<file path="src/gre_pkg.sv">
// Shared types and constants for the glyph row bit expander.
// Depends on nothing; every other file refers to it by scoped names.
package gre_pkg;

  localparam int COORD_BITS = 10;
  localparam int LEN_BITS   = 10;
  localparam int COLOR_BITS = 16;
  localparam int LANES      = 8;
  localparam int SLOTS      = LANES + 1;   // one run per lane plus the row-end close
  localparam int SLOT_BITS  = 4;

  localparam logic [LEN_BITS-1:0] LEN_MAX = '1;

  // configuration register indexes
  localparam logic [1:0] REG_FG_COLOR   = 2'd0;
  localparam logic [1:0] REG_BG_COLOR   = 2'd1;
  localparam logic [1:0] REG_TRANSP     = 2'd2;
  localparam logic [1:0] REG_SCALE      = 2'd3;

  typedef struct packed {
    logic [COORD_BITS-1:0] x;
    logic [LEN_BITS-1:0]   len;
    logic [COLOR_BITS-1:0] color;
  } run_t;

  // what every lane sees of the current item and block state
  typedef struct packed {
    logic [7:0]            font_byte;
    logic [3:0]            nbits;
    logic [7:0]            col;
    logic [COORD_BITS-1:0] pen;
    logic [1:0]            sh;
    logic [LEN_BITS-1:0]   open_len;
    logic [COORD_BITS-1:0] open_start;
    logic                  transp;
    logic [COLOR_BITS-1:0] fg;
    logic [COLOR_BITS-1:0] bg;
  } lane_ctl_t;

  typedef struct packed {
    logic                  emit;
    run_t                  run;
    logic [LEN_BITS-1:0]   after_len;    // open run just after this pixel
    logic [COORD_BITS-1:0] after_start;
  } lane_res_t;

endpackage

</file>
<file path="src/gre_if.sv">
// Handshake channel interfaces: font byte input, pixel run output, config write.
// Depends on gre_pkg.
interface gre_in_if;
  logic                           valid;
  logic                           ready;
  logic [7:0]                     font_byte;
  logic [3:0]                     bits_used;
  logic [7:0]                     glyph_width;
  logic [gre_pkg::COORD_BITS-1:0] pen_x;
  logic [gre_pkg::COORD_BITS-1:0] row_y;
  logic                           blank_row;
  logic                           last_byte;

  modport source (output valid, font_byte, bits_used, glyph_width, pen_x, row_y,
                  blank_row, last_byte, input ready);
  modport sink (input valid, font_byte, bits_used, glyph_width, pen_x, row_y,
                blank_row, last_byte, output ready);
endinterface

interface gre_out_if;
  logic                           valid;
  logic                           ready;
  logic [gre_pkg::COORD_BITS-1:0] run_x;
  logic [gre_pkg::COORD_BITS-1:0] run_y;
  logic [gre_pkg::LEN_BITS-1:0]   run_length;
  logic [gre_pkg::COLOR_BITS-1:0] run_color;
  logic                           last_run;

  modport source (output valid, run_x, run_y, run_length, run_color, last_run,
                  input ready);
  modport sink (input valid, run_x, run_y, run_length, run_color, last_run,
                output ready);
endinterface

interface gre_cfg_if;
  logic        valid;
  logic        ready;
  logic [1:0]  index;
  logic [15:0] data;

  modport source (output valid, index, data, input ready);
  modport sink (input valid, index, data, output ready);
endinterface

</file>
<file path="src/gre_lane.sv">
// One pixel lane: screen x, solid-mode run, and transparent run tracking for
// a single bit of the font byte. Depends on gre_pkg.
module gre_lane (
  input  gre_pkg::lane_ctl_t                 ctl,
  input  logic [2:0]                         lane_idx,
  input  logic [gre_pkg::LEN_BITS-1:0]       prev_len,
  input  logic [gre_pkg::COORD_BITS-1:0]     prev_start,
  output gre_pkg::lane_res_t                 res
);

  logic                           active;
  logic                           pix;
  logic [7:0]                     col_own;
  logic [7:0]                     col_start;
  logic [gre_pkg::COORD_BITS-1:0] x_own;
  logic [gre_pkg::COORD_BITS-1:0] x_start;
  logic [3:0]                     ones;
  logic                           run_on;
  logic                           reach0;
  logic [2:0]                     start_idx;
  logic [5:0]                     span;
  logic [gre_pkg::LEN_BITS:0]     sum;
  logic [gre_pkg::LEN_BITS-1:0]   step;

  assign active  = {1'b0, lane_idx} < ctl.nbits;
  assign pix     = ctl.font_byte[3'd7 - lane_idx];
  assign col_own = ctl.col + {5'b0, lane_idx};
  assign x_own   = ctl.pen + (gre_pkg::COORD_BITS'(col_own) << ctl.sh);
  assign step    = gre_pkg::LEN_BITS'(1) << ctl.sh;

  // consecutive set pixels ending at this lane
  always_comb begin
    ones   = 4'd0;
    run_on = 1'b1;
    for (int n = 0; n < gre_pkg::LANES; n++) begin
      if (3'(n) <= lane_idx) begin
        if (run_on && ctl.font_byte[3'd7 - (lane_idx - 3'(n))]) begin
          ones = ones + 4'd1;
        end else begin
          run_on = 1'b0;
        end
      end
    end
  end

  assign reach0    = (ones == ({1'b0, lane_idx} + 4'd1));
  assign start_idx = reach0 ? 3'd0 : (lane_idx + 3'd1 - ones[2:0]);
  assign col_start = ctl.col + {5'b0, start_idx};
  assign x_start   = ctl.pen + (gre_pkg::COORD_BITS'(col_start) << ctl.sh);
  assign span      = 6'(ones) << ctl.sh;
  assign sum       = {1'b0, ctl.open_len} + (gre_pkg::LEN_BITS + 1)'(span);

  always_comb begin
    res = '0;
    if (reach0 && (ctl.open_len != '0)) begin
      // run carried over from earlier bytes
      res.after_len   = sum[gre_pkg::LEN_BITS] ? gre_pkg::LEN_MAX
                                               : sum[gre_pkg::LEN_BITS-1:0];
      res.after_start = ctl.open_start;
    end else begin
      res.after_len   = gre_pkg::LEN_BITS'(span);
      res.after_start = x_start;
    end

    if (ctl.transp) begin
      res.emit      = active && !pix && (prev_len != '0);
      res.run.x     = prev_start;
      res.run.len   = prev_len;
      res.run.color = ctl.fg;
    end else begin
      res.emit      = active;
      res.run.x     = x_own;
      res.run.len   = step;
      res.run.color = pix ? ctl.fg : ctl.bg;
    end
  end

endmodule

</file>
<file path="src/gre_drain.sv">
// Run buffer and output register: holds the runs of one item and hands
// them out one per cycle in order while out_chan is ready. Depends on gre_pkg and gre_if.
module gre_drain (
  input  logic                           clk,
  input  logic                           rst_n,
  input  logic                           load,
  input  gre_pkg::run_t                  slots [gre_pkg::SLOTS],
  input  logic [gre_pkg::SLOTS-1:0]      mask,
  input  logic [gre_pkg::COORD_BITS-1:0] y,
  output logic                           can_load,
  gre_out_if.source                      out_chan
);

  gre_pkg::run_t                  slots_r [gre_pkg::SLOTS];
  logic [gre_pkg::SLOTS-1:0]      mask_r;
  logic [gre_pkg::SLOTS-1:0]      mask_nxt;
  logic [gre_pkg::SLOTS-1:0]      rest;
  logic [gre_pkg::COORD_BITS-1:0] y_r;
  logic [gre_pkg::SLOT_BITS-1:0]  sel_idx;
  logic                           found;
  logic                           fire;
  logic                           out_valid_r;
  logic                           out_valid_nxt;
  gre_pkg::run_t                  out_run_r;
  logic [gre_pkg::COORD_BITS-1:0] out_y_r;
  logic                           out_last_r;

  // lowest pending slot goes next
  always_comb begin
    sel_idx = '0;
    found   = 1'b0;
    for (int i = 0; i < gre_pkg::SLOTS; i++) begin
      if (!found && mask_r[i]) begin
        sel_idx = gre_pkg::SLOT_BITS'(i);
        found   = 1'b1;
      end
    end
  end

  assign rest     = mask_r & ~(gre_pkg::SLOTS'(1) << sel_idx);
  assign fire     = (mask_r != '0) && (!out_valid_r || out_chan.ready);
  assign can_load = (mask_r == '0) || (fire && (rest == '0));

  always_comb begin
    mask_nxt = mask_r;
    if (load) begin
      mask_nxt = mask;
    end else if (fire) begin
      mask_nxt = rest;
    end
    out_valid_nxt = fire ? 1'b1 : (out_chan.ready ? 1'b0 : out_valid_r);
  end

  always_ff @(posedge clk) begin
    if (!rst_n) begin
      mask_r      <= '0;
      out_valid_r <= 1'b0;
    end else begin
      mask_r      <= mask_nxt;
      out_valid_r <= out_valid_nxt;
    end
  end

  always_ff @(posedge clk) begin
    if (load) begin
      slots_r <= slots;
      y_r     <= y;
    end
    if (fire) begin
      out_run_r  <= slots_r[sel_idx];
      out_y_r    <= y_r;
      out_last_r <= (rest == '0);
    end
  end

  assign out_chan.valid      = out_valid_r;
  assign out_chan.run_x      = out_run_r.x;
  assign out_chan.run_y      = out_y_r;
  assign out_chan.run_length = out_run_r.len;
  assign out_chan.run_color  = out_run_r.color;
  assign out_chan.last_run   = out_last_r;

endmodule

</file>
<file path="src/glyph_row_bit_expander.sv">
// Glyph row bit expander top level: config registers, row state, eight
// pixel lanes and the run buffer. Depends on gre_pkg, gre_if, gre_lane, gre_drain.
//
// Usage:
//   in_chan  : one font byte of a glyph row per item (valid/ready).
//   out_chan : pixel runs, one per item, last_run set on the final run of
//              each input item. Items that yield no run give nothing.
//   cfg_chan : register writes (index, data); always ready. Write only while
//              the block is idle.
// Eight lanes look at all bits of a byte at once, so a byte is decoded in
// the cycle it is accepted; its runs (up to eight) leave through the run
// buffer at one per cycle while out_chan is ready. Each run passes from the
// buffer to the output register before out_chan valid rises. The next byte
// is taken in the cycle the last run of the current one moves to the output
// register, so single-run bytes stream at one per cycle while out_chan is
// ready.
// Reset: fg 0xFFFF, bg 0, solid mode, scale 1, column and open run cleared,
// buffer and output empty.
// When out_chan stalls, the output register holds its run and in_chan
// ready drops as soon as the buffer still holds runs of the current byte.
module glyph_row_bit_expander (
  input  logic      clk,
  input  logic      rst_n,
  gre_in_if.sink    in_chan,
  gre_out_if.source out_chan,
  gre_cfg_if.sink   cfg_chan
);

  logic [gre_pkg::COLOR_BITS-1:0] fg_r;
  logic [gre_pkg::COLOR_BITS-1:0] bg_r;
  logic                           transp_r;
  logic [1:0]                     scale_r;

  logic [7:0]                     col_r;
  logic [7:0]                     col_nxt;
  logic [gre_pkg::LEN_BITS-1:0]   open_len_r;
  logic [gre_pkg::LEN_BITS-1:0]   open_len_nxt;
  logic [gre_pkg::COORD_BITS-1:0] open_start_r;
  logic [gre_pkg::COORD_BITS-1:0] open_start_nxt;

  logic                           accept;
  logic                           can_load;
  logic [3:0]                     nbits;
  logic [1:0]                     sh;
  gre_pkg::lane_ctl_t             ctl;
  gre_pkg::lane_res_t             lane_res [gre_pkg::LANES];
  logic [gre_pkg::LEN_BITS-1:0]   fin_len;
  logic [gre_pkg::COORD_BITS-1:0] fin_start;
  gre_pkg::run_t                  slots [gre_pkg::SLOTS];
  logic [gre_pkg::SLOTS-1:0]      mask;

  assign cfg_chan.ready = 1'b1;

  always_ff @(posedge clk) begin
    if (!rst_n) begin
      fg_r     <= '1;
      bg_r     <= '0;
      transp_r <= 1'b0;
      scale_r  <= 2'd0;
    end else if (cfg_chan.valid) begin
      unique case (cfg_chan.index)
        gre_pkg::REG_FG_COLOR: fg_r     <= cfg_chan.data;
        gre_pkg::REG_BG_COLOR: bg_r     <= cfg_chan.data;
        gre_pkg::REG_TRANSP:   transp_r <= cfg_chan.data[0];
        gre_pkg::REG_SCALE:    scale_r  <= cfg_chan.data[1:0];
        default: ;
      endcase
    end
  end

  assign accept        = in_chan.valid && can_load;
  assign in_chan.ready = can_load;

  assign nbits = (in_chan.bits_used > 4'd8) ? 4'd8 : in_chan.bits_used;
  assign sh    = (scale_r == 2'd3) ? 2'd2 : scale_r;

  always_comb begin
    ctl.font_byte  = in_chan.font_byte;
    ctl.nbits      = nbits;
    ctl.col        = col_r;
    ctl.pen        = in_chan.pen_x;
    ctl.sh         = sh;
    ctl.open_len   = open_len_r;
    ctl.open_start = open_start_r;
    ctl.transp     = transp_r;
    ctl.fg         = fg_r;
    ctl.bg         = bg_r;
  end

  for (genvar i = 0; i < gre_pkg::LANES; i++) begin : g_lane
    if (i == 0) begin : g_first
      gre_lane u_lane (
        .ctl        (ctl),
        .lane_idx   (3'(i)),
        .prev_len   (open_len_r),
        .prev_start (open_start_r),
        .res        (lane_res[i])
      );
    end else begin : g_rest
      gre_lane u_lane (
        .ctl        (ctl),
        .lane_idx   (3'(i)),
        .prev_len   (lane_res[i-1].after_len),
        .prev_start (lane_res[i-1].after_start),
        .res        (lane_res[i])
      );
    end
  end

  // open run after the last pixel of this byte
  always_comb begin
    if (nbits == 4'd0) begin
      fin_len   = open_len_r;
      fin_start = open_start_r;
    end else begin
      fin_len   = lane_res[3'(nbits - 4'd1)].after_len;
      fin_start = lane_res[3'(nbits - 4'd1)].after_start;
    end
  end

  // merge lane results into the run slots
  always_comb begin
    for (int i = 0; i < gre_pkg::LANES; i++) begin
      slots[i] = lane_res[i].run;
      mask[i]  = lane_res[i].emit && !in_chan.blank_row;
    end
    slots[gre_pkg::LANES].x     = fin_start;
    slots[gre_pkg::LANES].len   = fin_len;
    slots[gre_pkg::LANES].color = fg_r;
    mask[gre_pkg::LANES] = transp_r && !in_chan.blank_row && in_chan.last_byte &&
                           (fin_len != '0);
    if (in_chan.blank_row) begin
      slots[0].x     = in_chan.pen_x;
      slots[0].len   = gre_pkg::LEN_BITS'(in_chan.glyph_width) << sh;
      slots[0].color = bg_r;
      mask[0]        = !transp_r && (in_chan.glyph_width != 8'd0);
    end
  end

  always_comb begin
    col_nxt        = col_r + {4'b0, nbits};
    open_len_nxt   = '0;
    open_start_nxt = open_start_r;
    if (in_chan.blank_row) begin
      col_nxt        = 8'd0;
      open_start_nxt = '0;
    end else if (transp_r) begin
      open_len_nxt   = in_chan.last_byte ? '0 : fin_len;
      open_start_nxt = fin_start;
    end
    if (in_chan.last_byte) begin
      col_nxt = 8'd0;
    end
  end

  always_ff @(posedge clk) begin
    if (!rst_n) begin
      col_r        <= '0;
      open_len_r   <= '0;
      open_start_r <= '0;
    end else if (accept) begin
      col_r        <= col_nxt;
      open_len_r   <= open_len_nxt;
      open_start_r <= open_start_nxt;
    end
  end

  gre_drain u_drain (
    .clk      (clk),
    .rst_n    (rst_n),
    .load     (accept),
    .slots    (slots),
    .mask     (mask),
    .y        (in_chan.row_y),
    .can_load (can_load),
    .out_chan (out_chan)
  );

endmodule
</file>
<file path="src/flat_wrapper.sv">
// flat-port wrapper written by rule: the top's interface ports become plain ports
module glyph_row_bit_expander_flat 
  (clk, rst_n, in_chan_valid, in_chan_font_byte, in_chan_bits_used, in_chan_glyph_width, in_chan_pen_x, in_chan_row_y, in_chan_blank_row, in_chan_last_byte, in_chan_ready, out_chan_valid, out_chan_run_x, out_chan_run_y, out_chan_run_length, out_chan_run_color, out_chan_last_run, out_chan_ready, cfg_chan_valid, cfg_chan_index, cfg_chan_data, cfg_chan_ready);
  gre_in_if in_chan_i ();
  gre_out_if out_chan_i ();
  gre_cfg_if cfg_chan_i ();
  input  logic clk;
  input  logic rst_n;
  input wire logic [$bits(in_chan_i.valid)-1:0] in_chan_valid;
  input wire logic [$bits(in_chan_i.font_byte)-1:0] in_chan_font_byte;
  input wire logic [$bits(in_chan_i.bits_used)-1:0] in_chan_bits_used;
  input wire logic [$bits(in_chan_i.glyph_width)-1:0] in_chan_glyph_width;
  input wire logic [$bits(in_chan_i.pen_x)-1:0] in_chan_pen_x;
  input wire logic [$bits(in_chan_i.row_y)-1:0] in_chan_row_y;
  input wire logic [$bits(in_chan_i.blank_row)-1:0] in_chan_blank_row;
  input wire logic [$bits(in_chan_i.last_byte)-1:0] in_chan_last_byte;
  output wire logic [$bits(in_chan_i.ready)-1:0] in_chan_ready;
  output wire logic [$bits(out_chan_i.valid)-1:0] out_chan_valid;
  output wire logic [$bits(out_chan_i.run_x)-1:0] out_chan_run_x;
  output wire logic [$bits(out_chan_i.run_y)-1:0] out_chan_run_y;
  output wire logic [$bits(out_chan_i.run_length)-1:0] out_chan_run_length;
  output wire logic [$bits(out_chan_i.run_color)-1:0] out_chan_run_color;
  output wire logic [$bits(out_chan_i.last_run)-1:0] out_chan_last_run;
  input wire logic [$bits(out_chan_i.ready)-1:0] out_chan_ready;
  input wire logic [$bits(cfg_chan_i.valid)-1:0] cfg_chan_valid;
  input wire logic [$bits(cfg_chan_i.index)-1:0] cfg_chan_index;
  input wire logic [$bits(cfg_chan_i.data)-1:0] cfg_chan_data;
  output wire logic [$bits(cfg_chan_i.ready)-1:0] cfg_chan_ready;
  assign in_chan_i.valid = in_chan_valid;
  assign in_chan_i.font_byte = in_chan_font_byte;
  assign in_chan_i.bits_used = in_chan_bits_used;
  assign in_chan_i.glyph_width = in_chan_glyph_width;
  assign in_chan_i.pen_x = in_chan_pen_x;
  assign in_chan_i.row_y = in_chan_row_y;
  assign in_chan_i.blank_row = in_chan_blank_row;
  assign in_chan_i.last_byte = in_chan_last_byte;
  assign in_chan_ready = in_chan_i.ready;
  assign out_chan_valid = out_chan_i.valid;
  assign out_chan_run_x = out_chan_i.run_x;
  assign out_chan_run_y = out_chan_i.run_y;
  assign out_chan_run_length = out_chan_i.run_length;
  assign out_chan_run_color = out_chan_i.run_color;
  assign out_chan_last_run = out_chan_i.last_run;
  assign out_chan_i.ready = out_chan_ready;
  assign cfg_chan_i.valid = cfg_chan_valid;
  assign cfg_chan_i.index = cfg_chan_index;
  assign cfg_chan_i.data = cfg_chan_data;
  assign cfg_chan_ready = cfg_chan_i.ready;
  glyph_row_bit_expander u_core (.clk(clk), .rst_n(rst_n), .in_chan(in_chan_i), .out_chan(out_chan_i), .cfg_chan(cfg_chan_i));
endmodule
</file>
<file path="config.mk">
export PLATFORM = sky130hd
export DESIGN_NAME = glyph_row_bit_expander_flat
export DESIGN_NICKNAME = d
export VERILOG_FILES = /design/src/gre_pkg.sv /design/src/gre_if.sv /design/src/gre_lane.sv /design/src/gre_drain.sv /design/src/glyph_row_bit_expander.sv /design/src/flat_wrapper.sv
export SDC_FILE = /design/constraint.sdc
export NUM_CORES = 2
export LEC_CHECK = 0
export ABC_AREA = 1
export BUFFER_PORTS_ARGS = -buffer_cell sky130_fd_sc_hd__buf_2
export CAP_MARGIN = 15
export CELL_PAD_IN_SITES_DETAIL_PLACEMENT = 1
export CELL_PAD_IN_SITES_GLOBAL_PLACEMENT = 2
export CORE_MARGIN = 2
export CORE_UTILIZATION = 38
export DETAILED_ROUTE_END_ITERATION = 6
export GPL_ROUTABILITY_DRIVEN = 0
export MAX_ROUTING_LAYER = met4
export PLACE_DENSITY_LB_ADDON = 0.12
export SETUP_SLACK_MARGIN = 0.2
export SLEW_MARGIN = 25
export SYNTH_ARGS = -nofsm -noshare
export SYNTH_HDL_FRONTEND = slang
export SYNTH_SLANG_ARGS = --single-unit
</file>
<file path="constraint.sdc">
create_clock -name clk -period 9.4 [get_ports clk]
set_input_delay 1.88 -clock clk [delete_from_list [all_inputs] [get_ports clk]]
set_output_delay 1.88 -clock clk [all_outputs]
set_load 0.01 [all_outputs]
</file>
Yosys cells after proc, flatten, opt, wreduce, memory -nomap -nowiden
Index checks and enable logic that the tools add are counted.

operators by class
  bitwise logic cells = 4
  equality and inequality tests = 12
  mux-type cells = 143
  add/sub/neg operators = 77
  reduce and logical (&&, ||, !) cells = 119
  magnitude comparators = 11
  shifts and indexed selects = 27

operators with widths
  cell                   count
  $mux W37               8
  $mux W20               10
  $bmux W57 S3           1
  $shl A8 B2 Y10         17
  $add A10 B10 Y10       16
  $mux W10               15
  $bmux W36 S4           1
  $mux W4                36
  $mux W16               8
  $add A4 B1 Y4 const B  28
  $mux W36               3
  $reduce_bool A10 Y1    9
  $add A10 B6 Y11        8
  $logic_and A1 B1 Y1    75
  $add A8 B3 Y8          8
  $mux W1                48
  $shl A4 B2 Y6          8
  $add A8 B3 Y8 const B  4
  $mux W3                8
  $logic_not A1 Y1       19
  $logic_not A9 Y1       2
  $mux W9                2
  $add A8 B2 Y8 const B  2
  $eq A4 B3 Y1 const B   4
  32 further kinds       53

word-level totals
  output and inout port bits = 50
  input port bits = 65
  bits in registers = 454
  logic and storage cells = 435

Longest topological paths before layout
  word-level depth = 33
  depth in mapped cells = 44
  depth with buffers taken out = 44

Cells and area by module
Synthesis repeated with hierarchy kept, for this count alone.

unflattened totals
  cells, all modules = 7,989
  area total of the unflattened synthesis = 53,084.7 µm²

by module, submodules not included
  module                                           area an instance (µm²)  times used  sequential area each (µm²)  cells an instance
  gre_lane at u_core.g_lane[0].g_first.u_lane ...  4,063.9                 5           0.0                         721
  gre_drain                                        15,549.9                1           11,641.2                    1,341
  glyph_row_bit_expander                           5,019.8                 1           1,261.2                     913
  gre_lane at u_core.g_lane[6].g_rest.u_lane       4,145.2                 1           0.0                         710
  gre_lane at u_core.g_lane[4].g_rest.u_lane       4,052.6                 1           0.0                         708
  gre_lane at u_core.g_lane[7].g_rest.u_lane       3,997.6                 1           0.0                         712

Worst setup path after synthesis
No wires, ideal clock.

  path type = input to register
  start = input out_chan_ready
  end = register u_core.open_start_r[0] (netlist bit)
  data arrival time = 7.221 ns
  required time = 9.268 ns
  slack = 2.046 ns
  stages on the path = 9
  setup time = 0.132 ns
  buffers on the path = 0
  cells stage by stage = nor2_1 inv_1 nand2_1 nand2_1 nand2_1 inv_2 nand2_1 nand2_1 a21oi_1

between the ends
  cells in the longest elaborated chain, start to end = 6

ends and longest elaborated chain
  element                             line                           source
  from (decl)                         flat_wrapper.sv:24             input wire logic [$bits(out_chan_i.ready)-1:0] out_chan_ready;
  $logic_or A1 B1 Y1                  gre_drain.sv:41                assign fire = (mask_r != '0) && (!out_valid_r || out_chan.ready);
  $logic_and A1 B1 Y1                 gre_drain.sv:41
  $logic_and A1 B1 Y1                 gre_drain.sv:42                assign can_load = (mask_r == '0) || (fire && (rest == '0));
  $logic_or A1 B1 Y1                  gre_drain.sv:42
  net in_chan_ready                   flat_wrapper.sv:17             output wire logic [$bits(in_chan_i.ready)-1:0] in_chan_ready;
  $logic_and A1 B1 Y1                 glyph_row_bit_expander.sv:71   assign accept = in_chan.valid && can_load;
  net u_core.accept                   glyph_row_bit_expander.sv:41   logic accept;
  $reduce_and A2 Y1 (no source line)  --
  to (signal assigned)                glyph_row_bit_expander.sv:164  open_start_r <= open_start_nxt;
  to (decl)                           glyph_row_bit_expander.sv:38   logic [gre_pkg::COORD_BITS-1:0] open_start_r;

The timed path passes the listed nets, and every way through them passes these cells.
A chain may end at the register's enable or synchronous reset.

Final worst setup path
  start = input in_chan_font_byte[1]
  end = register u_core.open_start_r[8] (netlist bit)

between the ends
  cells in the longest elaborated chain, start to end = 26
  elaborated cells between the ends (all ways) = 73
  classes of those cells = add/sub (18); eq/ne (2); shift (2); mux (36); reduce/logical (15)

ends and longest elaborated chain
  element                                                      line                            source
  from (decl)                                                  flat_wrapper.sv:10              input wire logic [$bits(in_chan_i.font_byte)-1:0] in_chan_font_byte;
  $logic_and A1 B1 Y1                                          gre_lane.sv:37                  if (run_on && ctl.font_byte[3'd7 - (lane_idx - 3'(n))]) begin
  $mux W4 / $mux W1 (equally long branches)                    gre_lane.sv:37
  $add A4 B1 Y4 / $logic_and A1 B1 Y1 (equally long branches)  gre_lane.sv:38, gre_lane.sv:37
  $mux W4 / $mux W1 (equally long branches)                    gre_lane.sv:37
  $add A4 B1 Y4 / $logic_and A1 B1 Y1 (equally long branches)  gre_lane.sv:38, gre_lane.sv:37
  $mux W4 / $mux W1 (equally long branches)                    gre_lane.sv:37
  $add A4 B1 Y4 / $logic_and A1 B1 Y1 (equally long branches)  gre_lane.sv:38, gre_lane.sv:37
  $mux W4 / $mux W1 (equally long branches)                    gre_lane.sv:37
  (+9 left out)                                                --
  $shl A8 B2 Y10                                               gre_lane.sv:49                  assign x_start = ctl.pen + (gre_pkg::COORD_BITS'(col_start) << ctl.sh);
  $add A10 B10 Y10                                             gre_lane.sv:49
  $mux W20                                                     gre_lane.sv:55                  if (reach0 && (ctl.open_len != '0)) begin
  $bmux W57 S3 *                                               glyph_row_bit_expander.sv:117   fin_start = lane_res[3'(nbits - 4'd1)].after_start;
  $mux W20 * (2 in a row)                                      --
  $mux W10 *                                                   glyph_row_bit_expander.sv:112   if (nbits == 4'd0) begin
  $mux W10 *                                                   glyph_row_bit_expander.sv:147   end else if (transp_r) begin
  $mux W10 *                                                   glyph_row_bit_expander.sv:144   if (in_chan.blank_row) begin

Mark *: on every way between the ends. The rest lies on a longest branch, timed or not. The select of a mux whose other input is x is not followed.

==> out/metrics.yaml <==
htreeDepth: 2
drv_cap: 0
layout_min_cycle_time_ns: 7.70
drive_above_1_share_pct: 8.08
async_reset_ff_share_pct: 0
syn_to_final_growth_pct: 9.45
yosys.area_share.xor_xnor_pct: 4.56
viasPerCell: 5.90
die_h_um: 315
portBuffers: 113
power_density_nw_per_um2: 309
drc: 0
synth_area_per_cell_um2: 7.45
fin_util_pct: 41.8
critPathArrivalTime_ns: 8.17
yosys-top-cells-area: "edfxtp_1 31%, nand2_1 13%, ha_1 8.1%"
path_clk_slew_ns: 0.06
synth_top_area_cell: "edfxtp_1"
syn_inst: 4947
core_um2: 96400
final_net_count: 5269
dp_worst_setup_slack_ns: 1.13
cts_root_buf: "clkbuf_16"
synth_edf_count: 381
synth-seq-cells: 454
postCtsSetupBuffers: 0
worst_slack_ns: 1.70
crit_required_ns: 9.86
leakage_nw: 17.4
worstHoldPathType: "reg -> reg"
ys_warn_count: 0
fin_crit_sh_pct: 82.0
dieArea_um2: 99500
crit_path_frequent_cell: "nand2_1"
crit_slowest_cell: "fa_1"
yosys.cell_count.top_type: "nand2_1"
hpwl_um: 121000
num-fill-cells: 12016
max_stage_delay_ns: 0.50
finalSetupViolCount: 0
hold_depth: 0
dr.pass1.iters: 5
grt_pass1_vias: 35830
overflow: 0
rows: 114
dominantRegCellSynth: "edfxtp_1"
clock_skew_ns: 0.0380
synthTopCellsByCount: "1316 x nand2_1, 422 x nor2_1, 405 x inv_1"
drv_slew: 0
grt_use_total_pct: 34.6
clk_latency_ns: 0.64
final_hold_viol_count: 0
vias: 36949
grt_pass1_wl_um: 246000
start_util_pct: 38.2
ys_seq_area_share_pct: 35.0
fin_tns_setup_ns: 0
synth_compound_gate_area_share_pct: 17.9
slew_headroom_pct: 17.5
holdBufCountCts: 0
rsz0062_at_grt: "no"
muxShareOfSynthArea_pct: 0.136
ant_nets: 0
syn_area_um2: 36900
tritoncts: "built"
wl_um: 170000
cp-end-kind: "register"
outcome: "complete, no violations"
drtIter0Drc: 3872
clockBufferDepth: 3
worst_slew_pin_slew_ns: 1.22
power.total_mw: 12.5
wl_per_cell_um: 27.1
top_level_ports: 115
cts_sinks: 454
antenna_found_initial: 8
fp.dieW_um: 315
vdd_drop_max_mv: 0.301
yosys.area_share.simple_pct: 25.1
synth-adder-area-share_pct: 9.67
synth_top_family_by_area: "simple AND/OR/NAND/NOR gates"
synth_top_cell_area_share_pct: 31.0
cp-start-kind: "input port"
cts_made_buffers: 51
grt_start_max_net_pins: 142
worstSetupPathType: "in -> reg"
max_freq_mhz: 130
ys_types: 66
cts_resized: 0
path_max_fanout: 7
reg2regPathDepth: 23
==> layout make-up <==
cell class	instances	area [µm²]	share of cell area (%)
Timing Repair Buffer	194	1210	2.99
Clock inverter	24	275	0.682
Inverter	442	1680	4.16
Antenna cell	4	10.0	0.0248
Multi-Input combinational cell	3793	21300	52.7
Sequential cell	454	12900	32.0
Tap cell	1276	1600	3.96
Clock buffer	71	1400	3.47
==> power breakdown <==
group          switching (mW)  internal (mW)  total (mW)  leakage [nW]
Combinational            4.88           1.93        6.81          12.4
Sequential              0.264           3.37        3.63          4.22
Clock                   0.877           1.14        2.01         0.816
==> flip-flops by register name, indices dropped and copies added, names as in the netlist <==
register,cells
u_core.u_drain.out_chan.run_x,10
u_core.col_r,8
u_core.u_drain.out_chan.run_y,10
u_core.u_drain.out_chan.last_run,1
u_core.open_len_r,10
u_core.u_drain.out_chan.valid,1
u_core.open_start_r,10
u_core.bg_r,16
u_core.u_drain.out_chan.run_length,10
u_core.u_drain.y_r,10
u_core.u_drain.mask_r,9
u_core.fg_r,16
u_core.u_drain.slots_r,324
u_core.transp_r,1
u_core.u_drain.out_chan.run_color,16
u_core.scale_r,2
==> worst max-delay path: cells and delay by family <==
family	cells	cell delay [ns]
fa+ha+maj	7	2.17
compound gates	11	1.76
simple gates	16	1.47
buf+inv	8	0.67
xor+xnor	1	0.18
==> placed cells by master (no fill, tap or decap), drive strengths merged, types with 6 or more instances in the layout <==
cell type,n
a211oi,6
a21o,12
a21oi,310
a221oi,68
a22o,25
a31oi,29
and2,8
buf,194
clkbuf,71
clkinv,32
dfxtp,73
edfxtp,381
fa,28
ha,240
inv,429
nand2,1346
nand3,333
nand3b,14
nand4,41
nor2,436
nor3,17
nor4,7
o211ai,38
o21a,8
o21ai,437
o21bai,20
o221ai,60
o22ai,65
o31ai,9
or2,12
xnor2,38
xor2,154
==> routing by layer <==
metal  vias up  share of wire [%]  track usage [%]
met4         0                2.9             9.25
met3       222                8.3             5.77
li1      16911                  -                -
met1     18373                 46             48.5
met5         -                  0                -
met2      1443                 43             51.3
==> logic make-up after synthesis <==
| kind of cell | after synthesis |
|---|---|
| mux | 5 |
| compound gates | 1108 |
| fa+ha+maj | 268 |
| simple gates | 2215 |
| other cells | 2 |
| buf+inv | 703 |
| flops | 454 |
| xor+xnor | 192 |
==> metrics by stage <==
step           area [µm²]  hold slack (ns)  cells
3_5_place_dp        38600            0.408   6158
4_1_cts             40300            0.423   6253
6_report            40300            0.422   6258
2_1_floorplan       36900            0.400   4950
3_3_place_gp        38600            0.402   6158
5_1_grt             40300            0.430   6256
==> worst paths after layout <==
path,to,slack (ns),from
setup / recovery,u_core.open_start_r[8]$_SDFFE_PN0P_,1.70,in_chan_font_byte[1]
setup reg to reg,u_core.u_drain.mask_r[6]$_SDFFE_PN0P_,3.50,u_core.scale_r[0]$_SDFFE_PN0P_
hold reg to reg,u_core.u_drain.out_chan.run_y[9]$_DFFE_PP_,0.42,u_core.u_drain.y_r[9]$_DFFE_PP_
hold / removal,u_core.u_drain.out_chan.run_y[9]$_DFFE_PP_,0.42,u_core.u_drain.y_r[9]$_DFFE_PP_
(Power assumes the default switching activity.)
